<file path="src/hdl/lbf_pkg.sv">
package lbf_pkg;

  // Configuration port geometry.
  localparam int unsigned CfgIdxW  = 3;
  localparam int unsigned CfgDataW = 24;

  // Register indexes on the configuration port.
  typedef enum logic [CfgIdxW-1:0] {
    CFG_ENABLE   = 3'd0,
    CFG_MODE     = 3'd1,
    CFG_PEAK     = 3'd2,
    CFG_LEFT     = 3'd3,
    CFG_RIGHT    = 3'd4,
    CFG_INTERVAL = 3'd5
  } cfg_idx_t;

  // Effect modes that need decoding; any other enabled mode shows a solid frame.
  localparam logic [1:0] MODE_OFF     = 2'd0;
  localparam logic [1:0] MODE_BREATHE = 2'd2;

  // Input item codes.
  localparam logic FUNC_TICK    = 1'b0;
  localparam logic FUNC_CHANGED = 1'b1;

  localparam logic [15:0] INTERVAL_RESET = 16'd40;

  // Breathe period of 3000 ms is split as 8 * 375: the low three bits of the
  // time pass straight through, the rest is reduced modulo 375 by reciprocal.
  localparam logic [8:0]  DIV_375    = 9'd375;
  localparam logic [29:0] RECIP_375  = 30'd733007752;  // ceil(2^38 / 375)
  localparam int unsigned RECIP_375_SH = 38;

  localparam logic [11:0] HALF_PERIOD = 12'd1500;
  localparam logic [11:0] FULL_PERIOD = 12'd3000;

  // Level factor is 4500 + 17 * d, scaled by peak and divided by 30000.
  // 30000 = 16 * 1875: shift by four, then reciprocal of 1875.
  localparam logic [14:0] LEVEL_BASE    = 15'd4500;
  localparam logic [19:0] RECIP_1875    = 20'd572663;  // ceil(2^30 / 1875)
  localparam int unsigned RECIP_1875_SH = 30;

  // Configuration register file.
  typedef struct packed {
    logic        enable;
    logic [1:0]  mode;
    logic [7:0]  peak;
    logic [23:0] left_color;
    logic [23:0] right_color;
    logic [15:0] interval;
  } cfg_t;

  // Item handed from the decision stage to the level pipeline.
  typedef struct packed {
    logic        breathe;
    logic        blank;
    logic [28:0] nsh;
    logic [2:0]  low3;
    logic [58:0] prod;
  } lbf_s1_t;

endpackage

</file>
<file path="src/hdl/lbf_in_if.sv">
interface lbf_in_if;
  logic        valid;
  logic        ready;
  logic        func;
  logic [31:0] now_ms;

  modport source(output valid, func, now_ms, input ready);
  modport sink(input valid, func, now_ms, output ready);
endinterface

</file>
<file path="src/hdl/lbf_out_if.sv">
interface lbf_out_if;
  logic       valid;
  logic       ready;
  logic       blank;
  logic [7:0] brightness;
  logic [7:0] left_red;
  logic [7:0] left_green;
  logic [7:0] left_blue;
  logic [7:0] right_red;
  logic [7:0] right_green;
  logic [7:0] right_blue;

  modport source(output valid, blank, brightness, left_red, left_green, left_blue,
                 right_red, right_green, right_blue, input ready);
  modport sink(input valid, blank, brightness, left_red, left_green, left_blue,
               right_red, right_green, right_blue, output ready);
endinterface

</file>
<file path="src/hdl/lbf_ctrl.sv">
module lbf_ctrl (
  input  logic            clk,
  input  logic            rst,
  input  lbf_pkg::cfg_t   cfg,
  lbf_in_if.sink          item_in,
  input  logic            ld2,
  output logic            v1,
  output lbf_pkg::lbf_s1_t s1
);

  logic        v0;
  logic        func0;
  logic [31:0] now0;
  logic        ld0;
  logic        ld1;
  logic        take;

  logic [31:0] last_frame_ms;
  logic [31:0] last_frame_ms_next;
  logic        refresh_pending;
  logic        refresh_pending_next;

  logic        emit;
  logic        blank;
  logic        breathe;
  logic [31:0] elapsed;
  logic        due;
  logic [28:0] nsh;

  // Each stage loads when it is empty or its contents move on.
  assign ld1 = !v1 || ld2;
  assign ld0 = !v0 || ld1;
  assign item_in.ready = ld0;
  assign take = v0 && ld1;

  // Input register.
  always_ff @(posedge clk) begin
    if (rst) begin
      v0 <= 1'b0;
    end else if (ld0) begin
      v0 <= item_in.valid;
    end
    if (ld0 && item_in.valid) begin
      func0 <= item_in.func;
      now0  <= item_in.now_ms;
    end
  end

  // Frame decision against the timer and the pending flag.
  assign elapsed = now0 - last_frame_ms;
  assign due     = elapsed >= {16'd0, cfg.interval};

  always_comb begin
    emit                 = 1'b0;
    blank                = 1'b0;
    breathe              = 1'b0;
    last_frame_ms_next   = last_frame_ms;
    refresh_pending_next = refresh_pending;
    if (func0 == lbf_pkg::FUNC_CHANGED) begin
      last_frame_ms_next   = now0;
      refresh_pending_next = 1'b1;
    end else if (cfg.enable && cfg.mode == lbf_pkg::MODE_BREATHE) begin
      if (due) begin
        last_frame_ms_next = now0;
        emit               = 1'b1;
        breathe            = 1'b1;
      end
    end else if (refresh_pending) begin
      refresh_pending_next = 1'b0;
      emit                 = 1'b1;
      blank                = !cfg.enable || cfg.mode == lbf_pkg::MODE_OFF;
    end
  end

  // Timer and pending flag advance as each item leaves the input register.
  always_ff @(posedge clk) begin
    if (rst) begin
      last_frame_ms   <= '0;
      refresh_pending <= 1'b1;
    end else if (take) begin
      last_frame_ms   <= last_frame_ms_next;
      refresh_pending <= refresh_pending_next;
    end
  end

  // First stage of the modulo: time divided by eight, times the reciprocal of 375.
  assign nsh = now0[31:3];

  always_ff @(posedge clk) begin
    if (rst) begin
      v1 <= 1'b0;
    end else if (ld1) begin
      v1 <= take && emit;
    end
    if (ld1) begin
      s1.breathe <= breathe;
      s1.blank   <= blank;
      s1.nsh     <= nsh;
      s1.low3    <= now0[2:0];
      s1.prod    <= nsh * lbf_pkg::RECIP_375;
    end
  end

endmodule

</file>
<file path="src/hdl/lbf_level.sv">
module lbf_level (
  input  logic             clk,
  input  logic             rst,
  input  lbf_pkg::cfg_t    cfg,
  input  logic             v1,
  input  lbf_pkg::lbf_s1_t s1,
  output logic             ld2,
  lbf_out_if.source        frame
);

  logic        ld3;
  logic        ld4;
  logic        ldo;

  logic        v2;
  logic        breathe2;
  logic        blank2;
  logic [2:0]  low3_2;
  logic [8:0]  rem2;

  logic        v3;
  logic        breathe3;
  logic        blank3;
  logic [22:0] y3;

  logic        v4;
  logic        breathe4;
  logic        blank4;
  logic [38:0] prod4;

  logic [20:0] quot;
  logic [28:0] qm;
  logic [28:0] rem_raw;
  logic [28:0] rem_fix;
  logic [11:0] phase;
  logic [10:0] fold;
  logic [14:0] factor;
  logic [7:0]  level;
  logic [7:0]  bright;
  logic        lit;

  assign ldo = !frame.valid || frame.ready;
  assign ld4 = !v4 || ldo;
  assign ld3 = !v3 || ld4;
  assign ld2 = !v2 || ld3;

  // Remainder modulo 375 from the estimated quotient, with one correction step.
  assign quot    = s1.prod[58:lbf_pkg::RECIP_375_SH];
  assign qm      = 29'(quot * lbf_pkg::DIV_375);
  assign rem_raw = s1.nsh - qm;
  assign rem_fix = (rem_raw >= {20'd0, lbf_pkg::DIV_375}) ?
                   rem_raw - {20'd0, lbf_pkg::DIV_375} : rem_raw;

  always_ff @(posedge clk) begin
    if (rst) begin
      v2 <= 1'b0;
    end else if (ld2) begin
      v2 <= v1;
    end
    if (ld2) begin
      breathe2 <= s1.breathe;
      blank2   <= s1.blank;
      low3_2   <= s1.low3;
      rem2     <= rem_fix[8:0];
    end
  end

  // Triangle distance within the period, then the peak-scaled factor.
  assign phase  = {rem2, low3_2};
  assign fold   = (phase < lbf_pkg::HALF_PERIOD) ? phase[10:0] :
                  11'(lbf_pkg::FULL_PERIOD - phase);
  assign factor = lbf_pkg::LEVEL_BASE + ({4'd0, fold} << 4) + {4'd0, fold};

  always_ff @(posedge clk) begin
    if (rst) begin
      v3 <= 1'b0;
    end else if (ld3) begin
      v3 <= v2;
    end
    if (ld3) begin
      breathe3 <= breathe2;
      blank3   <= blank2;
      y3       <= cfg.peak * factor;
    end
  end

  // Division by 30000: drop four bits, then multiply by the reciprocal of 1875.
  always_ff @(posedge clk) begin
    if (rst) begin
      v4 <= 1'b0;
    end else if (ld4) begin
      v4 <= v3;
    end
    if (ld4) begin
      breathe4 <= breathe3;
      blank4   <= blank3;
      prod4    <= y3[22:4] * lbf_pkg::RECIP_1875;
    end
  end

  // Result register; a static frame carries the peak or nothing.
  assign level  = prod4[lbf_pkg::RECIP_1875_SH +: 8];
  assign bright = breathe4 ? level : (blank4 ? 8'd0 : cfg.peak);
  assign lit    = !blank4;

  always_ff @(posedge clk) begin
    if (rst) begin
      frame.valid <= 1'b0;
    end else if (ldo) begin
      frame.valid <= v4;
    end
    if (ldo && v4) begin
      frame.blank       <= blank4;
      frame.brightness  <= bright;
      frame.left_red    <= lit ? cfg.left_color[23:16]  : 8'd0;
      frame.left_green  <= lit ? cfg.left_color[15:8]   : 8'd0;
      frame.left_blue   <= lit ? cfg.left_color[7:0]    : 8'd0;
      frame.right_red   <= lit ? cfg.right_color[23:16] : 8'd0;
      frame.right_green <= lit ? cfg.right_color[15:8]  : 8'd0;
      frame.right_blue  <= lit ? cfg.right_color[7:0]   : 8'd0;
    end
  end

endmodule

</file>
<file path="src/hdl/led_breathe_frame_generator.sv">
// Channel    Direction  Payload
// item_in    in         func, now_ms
// frame      out        blank, brightness, left/right red, green, blue
// cfg        in         cfg_we, cfg_index, cfg_data (write only)
//
// One item is taken every cycle unless a full pipeline holds the input; a frame
// passes the input register, two stages of the modulo, two of the level scaling,
// then the result register. Reset is synchronous; it empties the pipeline, sets
// the pending-refresh flag and the 40 ms interval. Each stage holds only while
// the one after it is full, so items keep entering while a frame waits to be
// taken, until the stages before the result register fill.
module led_breathe_frame_generator (
  input  logic                          clk,
  input  logic                          rst,
  input  logic                          cfg_we,
  input  logic [lbf_pkg::CfgIdxW-1:0]   cfg_index,
  input  logic [lbf_pkg::CfgDataW-1:0]  cfg_data,
  lbf_in_if.sink                        item_in,
  lbf_out_if.source                     frame
);

  lbf_pkg::cfg_t    cfg;
  lbf_pkg::lbf_s1_t s1;
  logic             v1;
  logic             ld2;

  // Configuration registers; unknown indexes are ignored.
  always_ff @(posedge clk) begin
    if (rst) begin
      cfg.enable      <= 1'b0;
      cfg.mode        <= lbf_pkg::MODE_OFF;
      cfg.peak        <= '0;
      cfg.left_color  <= '0;
      cfg.right_color <= '0;
      cfg.interval    <= lbf_pkg::INTERVAL_RESET;
    end else if (cfg_we) begin
      case (cfg_index)
        lbf_pkg::CFG_ENABLE:   cfg.enable      <= cfg_data[0];
        lbf_pkg::CFG_MODE:     cfg.mode        <= cfg_data[1:0];
        lbf_pkg::CFG_PEAK:     cfg.peak        <= cfg_data[7:0];
        lbf_pkg::CFG_LEFT:     cfg.left_color  <= cfg_data[23:0];
        lbf_pkg::CFG_RIGHT:    cfg.right_color <= cfg_data[23:0];
        lbf_pkg::CFG_INTERVAL: cfg.interval    <= cfg_data[15:0];
        default: begin
        end
      endcase
    end
  end

  // Decision and timer state.
  lbf_ctrl u_ctrl (
    .clk     (clk),
    .rst     (rst),
    .cfg     (cfg),
    .item_in (item_in),
    .ld2     (ld2),
    .v1      (v1),
    .s1      (s1)
  );

  // Breathe level pipeline and result register.
  lbf_level u_level (
    .clk   (clk),
    .rst   (rst),
    .cfg   (cfg),
    .v1    (v1),
    .s1    (s1),
    .ld2   (ld2),
    .frame (frame)
  );

endmodule
</file>
<file path="src/flat_wrapper.sv">
// flat-port wrapper written by rule: the top's interface ports become plain ports
module led_breathe_frame_generator_flat 
  (clk, rst, cfg_we, cfg_index, cfg_data, item_in_valid, item_in_func, item_in_now_ms, item_in_ready, frame_valid, frame_blank, frame_brightness, frame_left_red, frame_left_green, frame_left_blue, frame_right_red, frame_right_green, frame_right_blue, frame_ready);
  lbf_in_if item_in_i ();
  lbf_out_if frame_i ();
  input  logic clk;
  input  logic rst;
  input  logic cfg_we;
  input  logic [lbf_pkg::CfgIdxW-1:0] cfg_index;
  input  logic [lbf_pkg::CfgDataW-1:0] cfg_data;
  input wire logic [$bits(item_in_i.valid)-1:0] item_in_valid;
  input wire logic [$bits(item_in_i.func)-1:0] item_in_func;
  input wire logic [$bits(item_in_i.now_ms)-1:0] item_in_now_ms;
  output wire logic [$bits(item_in_i.ready)-1:0] item_in_ready;
  output wire logic [$bits(frame_i.valid)-1:0] frame_valid;
  output wire logic [$bits(frame_i.blank)-1:0] frame_blank;
  output wire logic [$bits(frame_i.brightness)-1:0] frame_brightness;
  output wire logic [$bits(frame_i.left_red)-1:0] frame_left_red;
  output wire logic [$bits(frame_i.left_green)-1:0] frame_left_green;
  output wire logic [$bits(frame_i.left_blue)-1:0] frame_left_blue;
  output wire logic [$bits(frame_i.right_red)-1:0] frame_right_red;
  output wire logic [$bits(frame_i.right_green)-1:0] frame_right_green;
  output wire logic [$bits(frame_i.right_blue)-1:0] frame_right_blue;
  input wire logic [$bits(frame_i.ready)-1:0] frame_ready;
  assign item_in_i.valid = item_in_valid;
  assign item_in_i.func = item_in_func;
  assign item_in_i.now_ms = item_in_now_ms;
  assign item_in_ready = item_in_i.ready;
  assign frame_valid = frame_i.valid;
  assign frame_blank = frame_i.blank;
  assign frame_brightness = frame_i.brightness;
  assign frame_left_red = frame_i.left_red;
  assign frame_left_green = frame_i.left_green;
  assign frame_left_blue = frame_i.left_blue;
  assign frame_right_red = frame_i.right_red;
  assign frame_right_green = frame_i.right_green;
  assign frame_right_blue = frame_i.right_blue;
  assign frame_i.ready = frame_ready;
  led_breathe_frame_generator u_core (.clk(clk), .rst(rst), .cfg_we(cfg_we), .cfg_index(cfg_index), .cfg_data(cfg_data), .item_in(item_in_i), .frame(frame_i));
endmodule
</file>
<file path="config.mk">
export PLATFORM = sky130hd
export DESIGN_NAME = led_breathe_frame_generator_flat
export DESIGN_NICKNAME = d
export VERILOG_FILES = /design/src/hdl/lbf_pkg.sv /design/src/hdl/lbf_in_if.sv /design/src/hdl/lbf_out_if.sv /design/src/hdl/lbf_ctrl.sv /design/src/hdl/lbf_level.sv /design/src/hdl/led_breathe_frame_generator.sv /design/src/flat_wrapper.sv
export SDC_FILE = /design/constraint.sdc
export NUM_CORES = 2
export LEC_CHECK = 0
export ABC_CLOCK_PERIOD_IN_PS = 19040
export BUFFER_PORTS_ARGS = -buffer_cell sky130_fd_sc_hd__buf_2
export CAP_MARGIN = 20
export CORE_MARGIN = 2
export CORE_UTILIZATION = 71
export DETAILED_ROUTE_END_ITERATION = 7
export PLACE_DENSITY = 0.85
export RECOVER_POWER = 50
export SYNTH_ARGS = -nofsm -noshare
export SYNTH_HDL_FRONTEND = slang
export SYNTH_SLANG_ARGS = --single-unit
</file>
<file path="constraint.sdc">
create_clock -name clk -period 19.04 [get_ports clk]
set_clock_uncertainty 0.2 [all_clocks]
set_input_delay 1.904 -clock clk [delete_from_list [all_inputs] [get_ports clk]]
set_output_delay 1.904 -clock clk [all_outputs]
set_load 0.01 [all_outputs]
</file>
==> results.json <==
{
  "syn-cell-area_um2": 42300,
  "worst_pin_slew_ns": 3.89,
  "cts_made_buffers": 38,
  "post_cts_resized": 0,
  "synth_ff_type": "edfxtp_1",
  "violations": "max-capacitance violations, max-slew violations",
  "core_area_um2": 59000,
  "drc_errors": 0,
  "stdcell_count": 5063,
  "crit_cells": 34,
  "finalMaxSlewViolations": 358,
  "numPortBuffers": 123,
  "initial_core_util_pct": 71.7,
  "h-tree-depth": 2,
  "final_hold_viol_count": 0,
  "required_ns": 19.15,
  "cts_tree": "done",
  "placementRows": 89,
  "synth_edf_count": 190,
  "syn_area_per_cell_um2": 10.2,
  "relSlewSlack_pct": -159,
  "finalSetupTns_ns": 0,
  "cpPeakStageDelay_ns": 0.63,
  "grt.overflow.total": 0,
  "crit_slowest_cell": "xor2_1",
  "cts_buffer_depth": 3,
  "synth_xor_area_share_pct": 2.27,
  "worstPathBufferInverterCount": 3,
  "synth_mux_area_share_pct": 1.33,
  "ant_nets": 0,
  "rsz0062_at_grt": "false",
  "synth_seq_area_share_pct": 18.9,
  "die_area_um2": 61600,
  "cts-root-buf": "clkbuf_16",
  "synthCells": 4142,
  "max-cap-violations": 13,
  "crit_top_cell": "o21ai_0",
  "wl_met2_um": 48700,
  "grt_pass1_vias": 31854,
  "place.gp.congestion": 0.961,
  "synth_nets": 5534,
  "synthTopCellsByArea": "fa_1 32%, ha_1 19%, edfxtp_1 13%",
  "reg2reg_depth": 34,
  "dr.max_layer_used": "met4",
  "clk_latency_ns": 0.60,
  "hold_depth": 0,
  "synth-compound-area-share_pct": 7.51,
  "status": "finished with violations",
  "dp_cells": 4989,
  "cts_setup_buffers": 0,
  "path_delay_family": "adder cells",
  "fin_util_pct": 76.3,
  "cp_data_arrival_time_ns": 8.99,
  "synth_top_area_cell": "fa_1",
  "vias": 29580,
  "synth_top_family_by_area": "adder cells",
  "synth_warnings": 0,
  "yosysMostFrequentCell": "inv_1",
  "min_period_over_period_pct": 46.7,
  "cts.sinks": 304,
  "grt_start_max_net_pins": 96,
  "die_x_um": 248,
  "period_needed_ns": 8.89,
  "m1WireLength_um": 38900,
  "async_flop_share_pct": 0,
  "wl_met3_um": 7370,
  "ys_seq_elements": 304,
  "synth_adder_area_share_pct": 51.1,
  "cts_hold_buffers": 0,
  "synth.top_cell.area_share_pct": 31.8,
  "via_per_inst": 5.84,
  "drive_gt1_share_pct": 4.43,
  "hold_path.class": "register to register",
  "chipHeight_um": 248,
  "ys_types": 85,
  "crit_fanout": 9,
  "pin_count": 124,
  "drt-total-wl_um": 100000,
  "final_nets": 5649,
  "antenna_found_initial": 0,
  "finalSetupViolCount": 0,
  "hpwlAfterDp_um": 80500,
  "crit_type": "register to register",
  "wl_per_cell_um": 19.8,
  "cp-start-kind": "register",
  "ys_top_cells_by_count": "1003 x inv_1, 672 x fa_1, 655 x ha_1",
  "drt_iter0_drc": 2192,
  "grt_usage_pct": 34.4,
  "max_freq_mhz": 113,
  "cts.clk_slew.worst_paths_ns": 0.06,
  "grt_first_pass_wirelength_um": 164000,
  "dr.pass1.iters": 6,
  "syn_to_final_growth_pct": 6.31,
  "synthSimpleGateAreaFrac_pct": 9.29,
  "endpoint_kind": "register"
}
flip-flops by register name, summed over array words and instances (netlist names), 3 cells and up:
register,count
u_core.cfg,75
u_core.u_ctrl.s1,55
u_core.u_ctrl.last_frame_ms,32
u_core.u_ctrl.now0,32
u_core.u_level.y3,19
u_core.u_level.rem2,9
u_core.u_level.frame.brightness,8
u_core.u_level.frame.left_blue,8
u_core.u_level.frame.left_green,8
u_core.u_level.frame.left_red,8
u_core.u_level.frame.right_blue,8
u_core.u_level.frame.right_green,8
u_core.u_level.frame.right_red,8
u_core.u_level.prod4,8
u_core.u_level.low3_2,3
layout make-up:
class / instances / area [um^2]
Clock buffer: 51 / 1060
Inverter: 1003 / 3760
Sequential cell: 304 / 7990
Timing Repair Buffer: 146 / 694
Multi-Input combinational cell: 2764 / 30300
Antenna cell: 3 / 7.51
Clock inverter: 19 / 224
Fill cell: 3823 / 14000
Tap cell: 773 / 967
worst paths after layout:
path                     startpoint               endpoint  slack [ns]
max          u_core.u_level.rem2[1]  u_core.u_level.y3[20]       10.15
min            u_core.u_ctrl.s1[91]  u_core.u_level.blank2        0.22
max reg2reg  u_core.u_level.rem2[1]  u_core.u_level.y3[20]       10.15
min reg2reg    u_core.u_ctrl.s1[91]  u_core.u_level.blank2        0.22
through the flow:
step	setup slack, ns	hold WS [ns]	area (um^2)
floorplan	11.41	0.200	42300
global placement	10.67	0.201	43800
detailed placement	10.29	0.205	43800
CTS	10.25	0.218	45100
global route	9.43	0.235	45000
finish	10.15	0.220	45000
layer usage:
layer	GRT usage, %	vias up
met5	0	-
met4	16.7	0
met3	6.24	337
met2	57.4	1206
met1	43.5	14596
li1	-	13441
cells by family (layout without fill, tap and decap cells):
| group | after synthesis | count (layout) |
|---|---|---|
| AO/OA/AOI/OAI | 496 | 496 |
| XOR/XNOR | 108 | 108 |
| adder cells (fa/ha/maj) | 1328 | 1328 |
| buffers and inverters | 1074 | 1219 |
| flip-flops | 304 | 304 |
| multiplexers | 55 | 55 |
| other | 0 | 3 |
| AND/OR/NAND/NOR | 777 | 777 |
cells in the final DEF, fill, tap and decap left out, drive strengths merged, types with 97 or more instances in the layout:
cell / n
nand2: 260
nor2: 113
a21oi: 191
dfxtp: 114
nand2b: 97
ha: 655
buf: 102
edfxtp: 190
inv: 1007
fa: 672
Power is left out: the tool's default activity adds up to more than one toggle a clock period on the data nets, which glitch-free logic cannot reach.
